===== config.mk =====
export PLATFORM = sky130hd
export DESIGN_NAME = cps_divstage
export DESIGN_NICKNAME = d
export VERILOG_FILES = /design/src/design/cps_divstage.sv
export SDC_FILE = /design/constraint.sdc
export NUM_CORES = 1
export LEC_CHECK = 0
export CAP_MARGIN = 20
export CORE_MARGIN = 2
export CORE_UTILIZATION = 45
export DETAILED_ROUTE_END_ITERATION = 10
export DONT_BUFFER_PORTS = 1
export PLACE_DENSITY = 0.71
export SETUP_SLACK_MARGIN = 0.5
export SYNTH_ARGS = -nofsm -noshare
export SYNTH_HDL_FRONTEND = slang
export SYNTH_SLANG_ARGS = --single-unit

===== constraint.sdc =====
create_clock -name vclk -period 6
set_input_delay 0.9 -clock vclk [all_inputs]
set_output_delay 0.9 -clock vclk [all_outputs]
set_load 0.03 [all_outputs]

===== src/design/cps_divstage.sv =====
// One restoring-division step for the fraction of the projection ratio.
// Depends on nothing but its parameters.
`timescale 1ns / 1ps
module cps_divstage #(
    parameter int W = 70,
    parameter int Q = 16
) (
    input  logic [W-1:0] rem_in,
    input  logic [W-1:0] den,
    input  logic [Q-1:0] q_in,
    output logic [W-1:0] rem_out,
    output logic [Q-1:0] q_out
);
    logic [W:0] shifted;
    logic [W:0] diff;

    // The remainder stays below den, so one extra bit holds the shifted value.
    assign shifted = {rem_in, 1'b0};
    assign diff    = shifted - {1'b0, den};
    assign rem_out = diff[W] ? shifted[W-1:0] : diff[W-1:0];
    assign q_out   = {q_in[Q-2:0], ~diff[W]};
endmodule


==> metrics.txt <==
status finished, final reports clean; hold_sp q_in[12]; worst hold stages 0; gp weighted congestion 0.928; initial antenna violation count 0; Final Hold Fails 0; Die X 110 um; peak supply drop 96.7 uV; worst slew pin tran 768 ps; Layout area overhead 8.51%; Highest Clock Rate 196 MHz; die area 12000 um^2; Initial Util 0.463; Yosys cell types 56; FF+latch count 0; most common cell after layout, fill and taps aside nand2_1; core area 10800 um^2; WP depth 14; Mapped Area 5020 um^2; Avg Inst Size Synth 6.07 um^2; commonest cells after routing, fill and taps aside nand2_1, o21ai_0, a21oi_1; Final #Nets 1073; CP delay by family, top compound AO/OA/AOI/OAI gates; Hold WS 1800 ps; sequential area share after synthesis 0; HP Class in2out; PortBufs 0; WS Path Type in2out; layout clock buffer count 0; CTS Hold Bufs 0; Rel. slew slack 0.484; max-slew violations 0; startpoint types primary input; vias in the first global route 5030; drt wl/cell 14.1 um; CP endpoint kind output pin; total track usage 0.217; post-route cell area 5440 um^2; IO Pins 242; critical path launch point den[0]; DRT antenna net count 0; Pwr Density 180 nW/um^2; drt total wl 13900 um; layout cells sized above 1 0.0982; initial DRC count 284; CP arrival 4200 ps; Worst Path Required 5100 ps; # Post-CTS Setup Buffers 0; critical-path cell list inv_1 > fa_1 > a211oi_1 > o211ai_1 > a21boi_4 > nor3b_2 > o2111ai_2 > a21oi_2 > a31oi_1 > xor2_4 > buf_4 > inv_1 > a41oi_1 > buf_4; drt pass-1 iters 5; Tmin final 5100 ps; Register Area 0 um^2; Syn Nets 1053; Congestion Overflow GR 0; setup TNS 0 ps; slowest stage cell, crit path fa_1; unrepaired setup endpoints after global routing false; Tcrit/Tclk final 0.851; dpl hpwl 12000 um; Static Leak 2.63 nW; Yosys warnings 0; Buf/Inv on CP 4; Vias 5651; Die Ht 110 um; number of remaining DRC errors 0; Synth Instances 827; final setup fails 0; first-pass GRT wire length 22300 um; via density per instance 5.74; Rows 38; Critical Path Fanout Max 34; Max Cap Violations 0; area post-placement 5440 um^2; post_cts resized 0; ANT cells 0; Critical Path Max Stage Delay 450 ps; largest net degree at the start of global routing 105
[synth_stat cells, types with 3 or more instances]
cell | number | share of area
o21a_1 | 6 | 0.0090
a31oi_1 | 9 | 0.011
nand3_1 | 14 | 0.014
ha_1 | 69 | 0.17
and2_1 | 5 | 0.0062
nor4_1 | 6 | 0.0075
clkbuf_1 | 16 | 0.012
nor2_1 | 41 | 0.031
nor2b_1 | 4 | 0.0050
xor2_1 | 33 | 0.058
buf_6 | 4 | 0.0090
a41oi_1 | 3 | 0.0052
o21bai_1 | 13 | 0.019
nor3_1 | 6 | 0.0060
nand2_1 | 136 | 0.10
o21ai_0 | 113 | 0.11
buf_2 | 12 | 0.012
o211ai_1 | 4 | 0.0060
buf_4 | 15 | 0.022
clkbuf_2 | 4 | 0.0040
inv_1 | 83 | 0.062
xnor2_1 | 35 | 0.061
a22oi_1 | 3 | 0.0045
o31ai_1 | 4 | 0.0060
and3_1 | 5 | 0.0062
nand2b_1 | 3 | 0.0037
a21o_1 | 23 | 0.034
nand4_1 | 20 | 0.025
or3_1 | 3 | 0.0037
a21oi_1 | 97 | 0.097
o21ai_1 | 4 | 0.0040
a211oi_1 | 5 | 0.0075
[final timing paths]
kind,endpoint,slack (ps)
worst max-delay path,rem_out[34],900
worst min-delay path,q_out[13],1800
[cell type report]
class                           instances  area (um^2)
Fill cell                            1160         5400
Inverter                               83          312
Multi-Input combinational cell        693         4430
Tap cell                              140          175
Timing Repair Buffer                   69          531
[per-layer routing]
layer  up-vias  global-route usage  part of all wire
met2       209               0.390              0.47
met1      2490               0.291              0.45
li1       2929                   -                 -
met5         -                   0                 0
met3        23              0.0119             0.062
met4         0              0.0325             0.014
[through the flow]
stage	utilization	power (mW)	std cells	setup WS [ps]
after CTS	0.502	0.981	985	881
after detailed placement	0.502	0.977	985	893
after floorplan	-	0.743	827	1240
after global routing	0.502	1.07	985	710
final	0.502	0.982	985	895
after global placement	0.502	0.973	985	911
[kinds of logic (layout without fill, tap and decap cells)]
family,after synthesis,in the layout,share of synthesized area
AOI/OAI and AO/OA,307,307,0.363
and+or+nand+nor,247,247,0.218
buffers and inverters,134,152,0.121
xor gates and xnor gates,68,68,0.119
muxes,1,1,0.00299
adders and majority gates,70,70,0.176
[power by group]
group	total, mW	switching [mW]	internal [mW]
registers	0	0	0
clock network	0	0	0
logic	0.982	0.622	0.360
No activity file was read; power rests on OpenSTA's default activity.
